$ cat config.mk
export PLATFORM = sky130hd
export DESIGN_NAME = humidity_sensor_frame_decoder_top
export DESIGN_NICKNAME = d
export VERILOG_FILES = /design/src/rtl/hsfd_pkg.sv /design/src/rtl/humidity_sensor_frame_decoder_top.sv
export SDC_FILE = /design/constraint.sdc
export NUM_CORES = 1
export LEC_CHECK = 0
export BUFFER_PORTS_ARGS = -buffer_cell sky130_fd_sc_hd__buf_2
export CAP_MARGIN = 20
export CORE_UTILIZATION = 30
export CTS_BUF_LIST = sky130_fd_sc_hd__clkbuf_8
export DETAILED_ROUTE_END_ITERATION = 12
export GPL_TIMING_DRIVEN = 0
export HOLD_SLACK_MARGIN = 0.05
export SLEW_MARGIN = 20
export SYNTH_ARGS = -nofsm -noshare
export SYNTH_HDL_FRONTEND = slang
export SYNTH_SLANG_ARGS = --single-unit
$ cat constraint.sdc
create_clock -name clk -period 11.7 [get_ports clk]
set_input_delay 1.17 -clock clk [delete_from_list [all_inputs] [get_ports clk]]
set_output_delay 1.17 -clock clk [all_outputs]
set_load 0.02 [all_outputs]
$ cat src/rtl/hsfd_pkg.sv
// Shared types, codes and arithmetic helpers of the humidity sensor frame decoder.
package hsfd_pkg;

    typedef struct packed {
        logic [7:0] rx_byte;
        logic       frame_start;
    } in_word_t;

    typedef struct packed {
        logic signed [14:0] temperature_centi;
        logic [13:0]        humidity_centi;
        logic [15:0]        device_ident;
        logic [1:0]         status;
    } out_word_t;

    localparam logic [1:0] STATUS_OK         = 2'd0;
    localparam logic [1:0] STATUS_FIRST_CRC  = 2'd1;
    localparam logic [1:0] STATUS_SECOND_CRC = 2'd2;

    localparam logic       KIND_MEASURE = 1'b0;
    localparam logic       KIND_IDENT   = 1'b1;

    localparam logic [0:0] REG_FRAME_KIND = 1'b0;

    localparam logic [2:0] POS_FIRST_MSB  = 3'd0;
    localparam logic [2:0] POS_FIRST_LSB  = 3'd1;
    localparam logic [2:0] POS_FIRST_CRC  = 3'd2;
    localparam logic [2:0] POS_SECOND_MSB = 3'd3;
    localparam logic [2:0] POS_SECOND_LSB = 3'd4;
    localparam logic [2:0] POS_SECOND_CRC = 3'd5;

    localparam logic [7:0]  CRC_POLY  = 8'h31;
    localparam logic [7:0]  CRC_INIT  = 8'hFF;
    localparam logic [14:0] TEMP_SPAN = 15'd17500;
    localparam logic [13:0] HUM_SPAN  = 14'd10000;
    localparam logic signed [15:0] TEMP_OFFSET = -16'sd4500;
    localparam logic [16:0] FULL_SCALE = 17'd65535;

    function automatic logic [7:0] crc8_update(input logic [7:0] crc, input logic [7:0] data);
        logic [7:0] v;
        v = crc ^ data;
        for (int k = 0; k < 8; k++)
        begin
            if (v[7])
            begin
                v = {v[6:0], 1'b0} ^ CRC_POLY;
            end
            else
            begin
                v = {v[6:0], 1'b0};
            end
        end
        return v;
    endfunction

    // Quotient by 65535 of a product below 2^31: the remainder estimate stays
    // below twice the divisor, so one compare corrects it.
    function automatic logic [14:0] div_full_scale(input logic [30:0] n);
        logic [14:0] q0;
        logic [16:0] r;
        q0 = n[30:16];
        r  = {1'b0, n[15:0]} + {2'b00, q0};
        return (r >= FULL_SCALE) ? q0 + 15'd1 : q0;
    endfunction

endpackage

$ cat src/rtl/humidity_sensor_frame_decoder_top.sv
// Top level of the humidity sensor frame decoder: frame tracking, CRC check and conversion.
//
//   Channel   Signals                                  Direction
//   byte      byte_valid, byte_ready, byte_word        in, one received byte per word
//   result    result_valid, result_ready, result_word  out, one word per completed frame
//   config    psel, penable, pwrite, paddr, pwdata     APB write/read of frame_kind
//
// One byte word is accepted every cycle while byte_ready is high; the CRC and frame state update at acceptance.
// A result word follows the frame's last byte through registered stages: one stage holds the
// checked words, the next holds the converted result after the scaling multipliers.
// Reset clears the frame position and both pipeline valids; the CRC is 0xFF, frame_kind is 0.
// A stalled result stage holds its word; byte_ready drops only when both stages are full.
module humidity_sensor_frame_decoder_top
(
    input  logic                clk,
    input  logic                rst_n,
    input  logic                byte_valid,
    output logic                byte_ready,
    input  hsfd_pkg::in_word_t  byte_word,
    output logic                result_valid,
    input  logic                result_ready,
    output hsfd_pkg::out_word_t result_word,
    input  logic                psel,
    input  logic                penable,
    input  logic                pwrite,
    input  logic [2:0]          paddr,
    input  logic [31:0]         pwdata,
    output logic [31:0]         prdata,
    output logic                pready
);
    import hsfd_pkg::*;

    logic        frame_kind_reg;
    logic [2:0]  pos_reg, pos_next;
    logic [7:0]  crc_reg, crc_next;
    logic [15:0] first_reg, first_next;
    logic [15:0] second_reg, second_next;
    logic        fail_reg, fail_next;

    logic        s1_valid_reg;
    logic        s1_valid_next;
    logic [15:0] s1_first_reg, s1_first_next;
    logic [15:0] s1_second_reg, s1_second_next;
    logic [1:0]  s1_status_reg, s1_status_next;
    logic        s1_kind_reg, s1_kind_next;

    logic        out_valid_reg;
    out_word_t   out_word_reg, out_word_next;

    logic        accept;
    logic        emit;
    logic        out_free;
    logic        s1_move;
    logic [2:0]  pos_eff;
    logic        second_bad;
    logic [30:0] temp_prod;
    logic [29:0] hum_prod;
    logic [14:0] temp_raw;
    logic [14:0] hum_raw;
    logic [15:0] temp_sum;

    assign pready   = 1'b1;
    assign out_free = !out_valid_reg || result_ready;
    assign s1_move  = s1_valid_reg && out_free;
    assign byte_ready = !s1_valid_reg || out_free;
    assign accept   = byte_valid && byte_ready;

    always_comb
    begin
        prdata = '0;
        if (paddr[2] == REG_FRAME_KIND)
        begin
            prdata = {31'd0, frame_kind_reg};
        end
    end

    always_ff @(posedge clk or negedge rst_n)
    begin
        if (!rst_n)
        begin
            frame_kind_reg <= KIND_MEASURE;
        end
        else if (psel && penable && pwrite && pready && paddr[2] == REG_FRAME_KIND)
        begin
            frame_kind_reg <= pwdata[0];
        end
    end

    always_comb
    begin
        pos_eff = pos_reg;
        if (byte_word.frame_start || pos_reg > POS_SECOND_CRC
            || (frame_kind_reg == KIND_IDENT && pos_reg > POS_FIRST_CRC))
        begin
            pos_eff = POS_FIRST_MSB;
        end
    end

    always_comb
    begin
        pos_next       = pos_reg;
        crc_next       = crc_reg;
        first_next     = first_reg;
        second_next    = second_reg;
        fail_next      = fail_reg;
        emit           = 1'b0;
        second_bad     = (crc_reg != byte_word.rx_byte);
        s1_first_next  = first_reg;
        s1_second_next = second_reg;
        s1_status_next = STATUS_OK;
        s1_kind_next   = frame_kind_reg;
        case (pos_eff)
            POS_FIRST_MSB:
            begin
                crc_next   = crc8_update(CRC_INIT, byte_word.rx_byte);
                first_next = {byte_word.rx_byte, 8'h00};
                pos_next   = POS_FIRST_LSB;
            end
            POS_FIRST_LSB:
            begin
                crc_next   = crc8_update(crc_reg, byte_word.rx_byte);
                first_next = first_reg | {8'h00, byte_word.rx_byte};
                pos_next   = POS_FIRST_CRC;
            end
            POS_FIRST_CRC:
            begin
                fail_next = (crc_reg != byte_word.rx_byte);
                crc_next  = CRC_INIT;
                if (frame_kind_reg == KIND_IDENT)
                begin
                    pos_next       = POS_FIRST_MSB;
                    emit           = 1'b1;
                    s1_status_next = fail_next ? STATUS_FIRST_CRC : STATUS_OK;
                end
                else
                begin
                    pos_next = POS_SECOND_MSB;
                end
            end
            POS_SECOND_MSB:
            begin
                crc_next    = crc8_update(CRC_INIT, byte_word.rx_byte);
                second_next = {byte_word.rx_byte, 8'h00};
                pos_next    = POS_SECOND_LSB;
            end
            POS_SECOND_LSB:
            begin
                crc_next    = crc8_update(crc_reg, byte_word.rx_byte);
                second_next = second_reg | {8'h00, byte_word.rx_byte};
                pos_next    = POS_SECOND_CRC;
            end
            default:
            begin
                crc_next     = CRC_INIT;
                pos_next     = POS_FIRST_MSB;
                emit         = 1'b1;
                s1_kind_next = KIND_MEASURE;
                if (fail_reg)
                begin
                    s1_status_next = STATUS_FIRST_CRC;
                end
                else if (second_bad)
                begin
                    s1_status_next = STATUS_SECOND_CRC;
                end
            end
        endcase
    end

    always_ff @(posedge clk or negedge rst_n)
    begin
        if (!rst_n)
        begin
            pos_reg    <= POS_FIRST_MSB;
            crc_reg    <= CRC_INIT;
            first_reg  <= '0;
            second_reg <= '0;
            fail_reg   <= 1'b0;
        end
        else if (accept)
        begin
            pos_reg    <= pos_next;
            crc_reg    <= crc_next;
            first_reg  <= first_next;
            second_reg <= second_next;
            fail_reg   <= fail_next;
        end
    end

    always_comb
    begin
        s1_valid_next = s1_valid_reg;
        if (accept)
        begin
            s1_valid_next = emit;
        end
        else if (s1_move)
        begin
            s1_valid_next = 1'b0;
        end
    end

    always_ff @(posedge clk or negedge rst_n)
    begin
        if (!rst_n)
        begin
            s1_valid_reg <= 1'b0;
        end
        else
        begin
            s1_valid_reg <= s1_valid_next;
        end
    end

    always_ff @(posedge clk)
    begin
        if (accept && emit)
        begin
            s1_first_reg  <= s1_first_next;
            s1_second_reg <= s1_second_next;
            s1_status_reg <= s1_status_next;
            s1_kind_reg   <= s1_kind_next;
        end
    end

    always_comb
    begin
        temp_prod = {15'd0, s1_first_reg} * {16'd0, TEMP_SPAN};
        hum_prod  = {14'd0, s1_second_reg} * {16'd0, HUM_SPAN};
        temp_raw  = div_full_scale(temp_prod);
        hum_raw   = div_full_scale({1'b0, hum_prod});
        temp_sum  = $signed({1'b0, temp_raw}) + TEMP_OFFSET;

        out_word_next        = '0;
        out_word_next.status = s1_status_reg;
        if (s1_status_reg == STATUS_OK)
        begin
            if (s1_kind_reg == KIND_IDENT)
            begin
                out_word_next.device_ident = s1_first_reg;
            end
            else
            begin
                out_word_next.temperature_centi = temp_sum[14:0];
                out_word_next.humidity_centi    = hum_raw[13:0];
            end
        end
    end

    always_ff @(posedge clk or negedge rst_n)
    begin
        if (!rst_n)
        begin
            out_valid_reg <= 1'b0;
        end
        else if (out_free)
        begin
            out_valid_reg <= s1_valid_reg;
        end
    end

    always_ff @(posedge clk)
    begin
        if (s1_move)
        begin
            out_word_reg <= out_word_next;
        end
    end

    assign result_valid = out_valid_reg;
    assign result_word  = out_word_reg;

endmodule

**After elaboration in Yosys (flattened, before gate mapping)**

Cells that the tools add are included.

- Register bits after elaboration: 129
- Bits in latches: 0
- Bits in writable memories: 0
- Memory bits (read-only): 0
- Output and inout bits: 82
- Word-level logic and storage cells: 169
- Memories: 0

- Add/subtract/negate cells: 5
- Multiply operators: 2
- Divide/modulo/power cells: 0
- Order comparisons: 4
- Equality and inequality tests: 5
- Shift operators: 0
- Mux-type cells: 76
- Bitwise operators: 36
- Reductions and logical operators: 25

Operator list:

| operator | number |
|---|---|
| $mux 8 | 28 |
| $mux 6 | 30 |
| $not 3->3 | 30 |
| $pmux 16 s2 | 2 |
| $ge 17x16->1 const B | 2 |
| $or 16x8->16 | 2 |
| $pmux 8 s4 | 1 |
| $mul 16x13->29 const B | 1 |
| $mul 16x10->26 const B | 1 |
| $add 16x14->17 | 1 |
| $add 16x15->17 | 1 |
| $add 15x1->15 const B | 1 |
| $add 15x14->15 const B | 1 |
| $mux 15 | 1 |
| $pmux 3 s5 | 1 |
| $add 14x1->14 const B | 1 |
| $mux 14 | 1 |
| $ne 8x8->1 | 1 |
| $not 8->8 | 1 |
| $reduce_and 2->1 | 4 |
| $xor 8x8->8 | 1 |
| $logic_and 1x1->1 | 7 |
| $eq 3x2->1 const B | 2 |
| $mux 1 | 6 |
| other kinds (17) | 26 |

**Longest topological paths before layout**

Gate-level depths: netlist (run 1).

- Word-level depth: 27
- Depth in mapped cells: 36
- Depth with buffers taken out: 32

**Least setup slack after synthesis (run 1)**

Ideal clock, no wire load.

- Path type: flip-flop to flip-flop
- Start: register s1_first_reg[13]
- End: register out_word_reg (netlist bit result_word[43]), data pin
- Setup time: 147 ps
- Arrival time: 7,868 ps
- Path slack: 3,685 ps
- Cell stages (with the launch flop): 31
- Buffers on the path: 2
- Clock period less this slack: 8,015 ps
- Path through: edfxtp_1 > ha_1 > inv_1 > fa_1 > inv_1 > ha_1 > fa_1 > inv_1 > fa_1 > inv_1 > ha_1 > a21oi_1 > o21ai_0 > a22o_1 > a2111oi_0 > o21bai_1 > a21oi_1 > xnor2_1 > ha_1 > clkbuf_1 > a31o_2 > a21oi_1 > nor2b_1 > nor4_2 > a41o_1 > buf_4 > nand2_1 > or4_1 > a311oi_2 > mux2_2 > a21oi_1

- Word-level cells in the longest chain between the ends: 5
- Elaborated cells between the ends (all ways): 6

RTL lines:

| item | RTL line | text |
|---|---|---|
| start, declared | humidity_sensor_frame_decoder_top.sv:42 | `logic [15:0] s1_first_reg, s1_first_next;` |
| start signal, assigned | humidity_sensor_frame_decoder_top.sv:219 | `s1_first_reg <= s1_first_next;` |
| $mul 16x13->29 * | humidity_sensor_frame_decoder_top.sv:228 | `temp_prod = {15'd0, s1_first_reg} * {16'd0, TEMP_SPAN};` |
| $add 16x15->17 | hsfd_pkg.sv:62 | `r = {1'b0, n[15:0]} + {2'b00, q0};` |
| $ge 17x16->1 | hsfd_pkg.sv:63 | `return (r >= FULL_SCALE) ? q0 + 15'd1 : q0;` |
| $mux 15 * | hsfd_pkg.sv:63 |  |
| $add 15x14->15 * | humidity_sensor_frame_decoder_top.sv:232 | `temp_sum = $signed({1'b0, temp_raw}) + TEMP_OFFSET;` |
| end signal, assigned | humidity_sensor_frame_decoder_top.sv:266 | `out_word_reg <= out_word_next;` |
| end, declared | humidity_sensor_frame_decoder_top.sv:48 | `out_word_t out_word_reg, out_word_next;` |

Mark *: on every way between the ends. The rest lies on a longest branch, timed or not.
A chain may end at the register's enable or synchronous reset.

**Final worst setup path (run 1)**

- Start: register s1_first_reg[13]
- End: register out_word_reg (netlist bit result_word[44]), data pin

The elaborated chain is that of the path after synthesis.

==> metrics, run 1 <==
outcome=finished clean; setup bufs post-CTS=0; WL/cell=14.45 um; die area=46650 um^2; Final Cycle Share=79.61%; max-slew violations=0; I/O Buffers=61; total track usage=13.97%; final wirelength=31500 um; CP Max Fanout=10; hold_ws=446.9 ps; max incr delay on CP=600 ps; Via density=4.705; fin util=33.90%; total number of vias=10250; CTS tree=done; slew margin rel.=40.40%; # IOs=133; vias in the first global route=10040; Horiz. Die Dim=216.0 um; Final Hold Vio Count=0; gr ovfl total=0; RSZ-0062 raised after global routing=no; setup TNS=0 ps; Iteration-0 DRC Markers=565; TritonCTS Sinks=129; Gates resized, CTS repair=0; Die Y=216.0 um; internal power component=1332 uW; largest net degree at the start of global routing=48; R2R Setup Slk=2390 ps; proportion of layout cells with a drive suffix above 1=12.29%; Clock power frac=15.4%; PwrDens=157.1 nW/um^2; sequential share of the synthesized area=26.56%; Placeable Area=45280 um^2; Synth-to-Final Area Change=11.76%; hold buffer count at CTS=0; Comb power frac=59.4%; pre-CTS WS=2512 ps; min Tclk post-route=9315 ps; top-area cell type share of the netlist area=17.93%; Residual DRC=0; Worst EP required=11900 ps; synthesis-stage register bit count=129; worst path arrival time=9520 ps; buffers and inverters on the worst path=6; clock slew at reported path FFs=90 ps; gpl congestion=0.8872; Pleak=0.007178 uW; achievable clock frequency=0.1074 GHz; Clock Latency Late Sink=480 ps; post-synth top area cell=edfxtp_1; crit path kind=flip-flop to flip-flop; post-DP HPWL=25680 um; # nets final=1892; first-pass GRT wire length=51940 um; CTS root buf=clkbuf_8; Seq pwr share=25.2%; Clock Path Buffers=2; slowest CP cell=a2111oi_0; setup violators final=0; initial core utilization=30.34%; number of flops mapped to enable cells by yosys=82; initial antenna violation count=0; FP Rows=78; Worst-Margin Slew=888.7 ps; Async SR Flop Fraction=36.43%; Antenna Nets Post-Route=0; Mapped Cells=1451; clk_skew=17.87 ps; Synth Cell Area=13740 um^2; Yosys warning count=0; CP delay by family, top=compound AO/OA/AOI/OAI gates; Setup crit end kind=flip-flop; max FFs per register=47; H-tree Lvls=4; hold crit path type=flip-flop to flip-flop; Num CTS Buffers=17; setup ws final=2385 ps; crit start category=flip-flop; Post-Syn Area per Cell=9.467 um^2; Synth area leaders=edfxtp_1, ha_1, fa_1; Net Switching=1081 uW; Sw Share=44.80%; TritonRoute pass-1 iters=5; Max-Cap Viols=0; Synth cell types=87; Worst IR Drop VDD=0.07099 mV; Antenna Cells=0; ys flop type=edfxtp_1
-- cells in the mapped netlist (5+ instances only) --
cell type and count:
o21a_1 20, or2_2 5, nor2b_1 9, mux2_2 20
ha_1 193, and2_1 28, or3_1 5, buf_2 5
nor2_1 100, dfstp_2 8, xnor2_1 66, mux2i_1 5
nand4_1 12, dfrtp_1 39, nor3_1 19, nand3b_1 6
buf_4 35, nor4_1 5, nand2_1 59, o21ai_0 56
nand2b_1 14, o21bai_1 8, a31oi_1 7, edfxtp_1 82
a211oi_1 16, nand3_1 25, clkbuf_1 30, fa_1 82
xor2_1 36, or4_1 5, and3_1 15, a21o_1 21
o211ai_1 12, inv_1 232, a21oi_1 84
-- cell type report --
class / count / area [um^2]
inverter: 233 / 874.6
tap: 600 / 750.7
multi-input combinational: 1047 / 8936
buffer: 72 / 415.4
clock buffer: 17 / 234.0
sequential: 129 / 3649
timing repair buffer: 66 / 359.1
clock inverter: 15 / 133.9
fill: 4703 / 29930
-- power groups by stage --
stage	combinational [uW]	clock [uW]	sequential [uW]
after floorplan	1140	0	607
after global placement	1400	0	616
after detailed placement	1420	0	618
after CTS	1430	388	608
after global routing	1620	405	616
final	1430	372	608
-- path summary, 6_finish.rpt --
path                                        start                  to  depth (start not counted)
worst max-delay path             s1_first_reg[13]     result_word[44]                         31
worst max register to register   s1_first_reg[13]     result_word[44]                         31
max in group asynchronous                   rst_n  s1_second_next[11]                          1
worst min-delay path            s1_second_next[0]    s1_second_reg[0]                          0
worst min register to register  s1_second_next[0]    s1_second_reg[0]                          0
min in group asynchronous                   rst_n          pos_reg[2]                          1
-- metrics by stage --
stage | cells | total power (uW) | cell area [um^2]
6_report | 2179 | 2413 | 15350
2_1_floorplan | 1481 | 1744 | 13850
4_1_cts | 2179 | 2427 | 15350
3_3_place_gp | 2142 | 2012 | 14910
3_5_place_dp | 2147 | 2039 | 14980
5_1_grt | 2179 | 2641 | 15350
-- cells by family after synthesis --
kind of cell / after synthesis / share of synthesized area [%]
AO/OA/AOI/OAI: 287 / 13.83
XOR/XNOR: 103 / 6.704
adder cells (fa/ha/maj): 276 / 29.60
buffers and inverters: 305 / 9.391
flip-flops: 129 / 26.56
multiplexers: 25 / 2.004
other: 2 / 0.05467
AND/OR/NAND/NOR: 324 / 11.86
-- worst register-to-register path, delay by kind of cell (launching register included) --
kind,cells,cell delay [ps]
AOI/OAI and AO/OA,10,3040
adders and majority gates,7,2900
and+or+nand+nor,6,1380
xor gates and xnor gates,2,630
DFF,1,570
buffers and inverters,6,520
-- cells in the final DEF, fill, tap and decap left out, drive strengths merged, types with 25 or more instances in the layout --
cell type	instances
o21ai	59
dfrtp	39
and2	28
a21oi	85
inv	242
xor2	37
clkbuf	47
nand3	25
edfxtp	82
fa	82
nand2	59
ha	193
conb	32
buf	108
nor2	101
xnor2	66
-- routing by layer --
metal / vias up / global-route usage, % / part of all wire [%]
met1: 4868 / 19.45 / 50
met5: - / 0 / 0
met2: 220 / 22.37 / 45
met4: 0 / 3.850 / 1.2
li1: 5140 / - / -
met3: 24 / 2.156 / 3.8
(Power assumes the default switching activity.)
==> run 2: changes to the inputs <==
Clock period 11.7 ns to 8.6 ns, I/O delays scaled along.
==> run 2 against run 1 <==
Against the previous run:
- via count grew 1.1%
- sequential share of layout area is 0.64 points lower
- count of clock-buffer cells in the layout is the same
- utilization up 0.94 points
- first-iteration DRC count decreased by 5.5%
- non-clock buffer count up 25
- sequential power up 36%
- maximum frequency is 13% higher
- worst hold slack got worse by 60 ps
- total power increased by 40%
- setup slack got worse by 2000 ps
- combinational power increased by 43%
==> metrics, run 2 (synthesized netlist as in run 1, its figures left out) <==
outcome=finished clean (unchanged); die area=46650 um^2 (unchanged); clock slew at reported path FFs=80 ps (was 90 ps); FF/Latch Area=3649 um^2 (unchanged); achievable clock frequency=0.1218 GHz (was 0.1074 GHz); total track usage=14.05% (was 13.97%); gr ovfl total=0 (unchanged); initial core utilization=30.34% (unchanged); setup violators final=0 (unchanged); slowest CP cell=or4_4 (was a2111oi_0); max-slew violations=0 (unchanged); Placed Area=14980 um^2 (unchanged); hold_ws=386.9 ps (was 446.9 ps); post-DP HPWL=25680 um (unchanged); worst path arrival time=8520 ps (was 9520 ps); # nets final=1917 (was 1892); PwrDens=214.7 nW/um^2 (was 157.1 nW/um^2); Final Hold Vio Count=0 (unchanged); Die Y=216.0 um (unchanged); final instance area=15780 um^2 (was 15350 um^2); vias in the first global route=10110 (was 10040); clk_skew=18.76 ps (was 17.87 ps); Horiz. Die Dim=216.0 um (unchanged); Filler cells=4675 (was 4703); initial antenna violation count=0 (unchanged); Comb power frac=60.7% (was 59.4%); Setup crit end kind=flip-flop (unchanged); Worst EP required=8910 ps (was 11900 ps); hold buffer count at CTS=0 (unchanged); Clock Path Buffers=2 (unchanged); Worst setup startpoint=s1_first_reg[13] (unchanged); Worst IR Drop VDD=0.09772 mV (was 0.07099 mV); Antenna Nets Post-Route=0 (unchanged); TritonRoute pass-1 iters=5 (unchanged); max FFs per register=47 (unchanged); cell mode on critical path=inv_1; WL/cell=14.56 um (was 14.45 um); Pleak=0.007367 uW (was 0.007178 uW); H-tree Lvls=4 (unchanged); CP Max Fanout=10 (unchanged); FP Rows=78 (unchanged); final wirelength=32100 um (was 31500 um); commonest non-fill, non-tap cell in the layout=inv_1 (unchanged); largest net degree at the start of global routing=48 (unchanged); fin util=34.85% (was 33.90%); gpl congestion=0.8872 (unchanged); Num CTS Buffers=17 (unchanged); slew margin rel.=40.30% (was 40.40%); Synth-to-Final Area Change=14.87% (was 11.76%); Worst-Margin Slew=890.1 ps (was 888.7 ps); min Tclk post-route=8208 ps (was 9315 ps); Net Switching=1523 uW (was 1081 uW); setup TNS=0 ps (unchanged); Residual DRC=0 (unchanged); most frequent cells in the layout=inv_1, ha_1, nor2_1 (unchanged); first-pass GRT wire length=52290 um (was 51940 um); R2R Setup Slk=390 ps (was 2390 ps); Final Cycle Share=95.44% (was 79.61%); total number of vias=10360 (was 10250); Via density=4.701 (was 4.705); Iteration-0 DRC Markers=534 (was 565); crit path kind=flip-flop to flip-flop (unchanged); hold crit path type=primary input to async pin (was flip-flop to flip-flop); area occupied by multi-input gates=9169 um^2 (was 8936 um^2); TritonCTS Sinks=129 (unchanged); proportion of layout cells with a drive suffix above 1=15.71% (was 12.29%); # IOs=133 (unchanged); crit start category=flip-flop (unchanged); Placeable Area=45280 um^2 (unchanged); Antenna Cells=0 (unchanged); CTS root buf=clkbuf_8 (unchanged); I/O Buffers=61 (unchanged); CTS tree=done (unchanged); Clock power frac=15.0% (was 15.4%); reg2reg start=s1_first_reg[13] (unchanged); Seq pwr share=24.4% (was 25.2%); Reg2Reg Depth=31 (unchanged); RR Endpoint=result_word[42] (was result_word[44]); max incr delay on CP=550 ps (was 600 ps); Sw Share=44.95% (was 44.80%); internal power component=1865 uW (was 1332 uW); Max-Cap Viols=0 (unchanged); Clock Latency Late Sink=470 ps (was 480 ps)
## run 2: final cells by class
type | instances | share of cell area, %
clock inverter | 15 | 0.8484
inverter | 233 | 5.542
sequential | 129 | 23.12
buffer | 70 | 2.585
tap | 600 | 4.757
clock buffer | 17 | 1.483
multi-input combinational | 1047 | 58.10
timing repair buffer | 93 | 3.560
## run 2: critical path: cells and delay by family, from the launching register on
kind,cells,cell delay [ps]
fa+ha+maj,7,2940
compound gates,11,2280
simple gates,5,1240
buf+inv,6,520
flops,1,480
xor+xnor,1,380
mux,1,200
## run 2: timing repair
action	CTS	global route
buffers inserted	14	13
resized for setup	14	31
setup endpoints to repair	9	21
pin swaps	2	9
## run 2: power groups by stage
| stage | registers (uW) | clock network (uW) | logic [uW] |
|---|---|---|---|
| floorplan | 826 | 0 | 1550 |
| global placement | 839 | 0 | 1900 |
| detailed placement | 841 | 0 | 1930 |
| CTS | 827 | 527 | 1980 |
| global route | 837 | 552 | 2310 |
| finish | 826 | 507 | 2050 |
## run 2: per-layer routing
metal | global-route usage (%) | vias to the layer above | share of wire [%]
met4 | 3.944 | 0 | 1.3
met3 | 2.171 | 26 | 3.5
met5 | 0 | - | 0
met2 | 22.54 | 208 | 45
li1 | - | 5188 | -
met1 | 19.50 | 4938 | 50
## run 2: how the worst max path moves through the flow
| stage | endpoint | slack, ps |
|---|---|---|
| final | result_word[42] | 390 |
| after global routing | result_word[43] | -4 |
| after CTS | result_word[44] | 10 |
| after detailed placement | result_word[44] | -590 |
| after global placement | result_word[44] | -540 |
| after floorplan | result_word[43] | 590 |
## run 2: metrics by stage
stage / setup slack, ps / std cells / total power, uW
5_1_grt: -3.684 / 2204 / 3697
2_1_floorplan: 585.4 / 1481 / 2373
3_5_place_dp: -588.4 / 2147 / 2773
4_1_cts: 10.59 / 2193 / 3330
6_report: 392.0 / 2204 / 3388
3_3_place_gp: -541.5 / 2142 / 2737
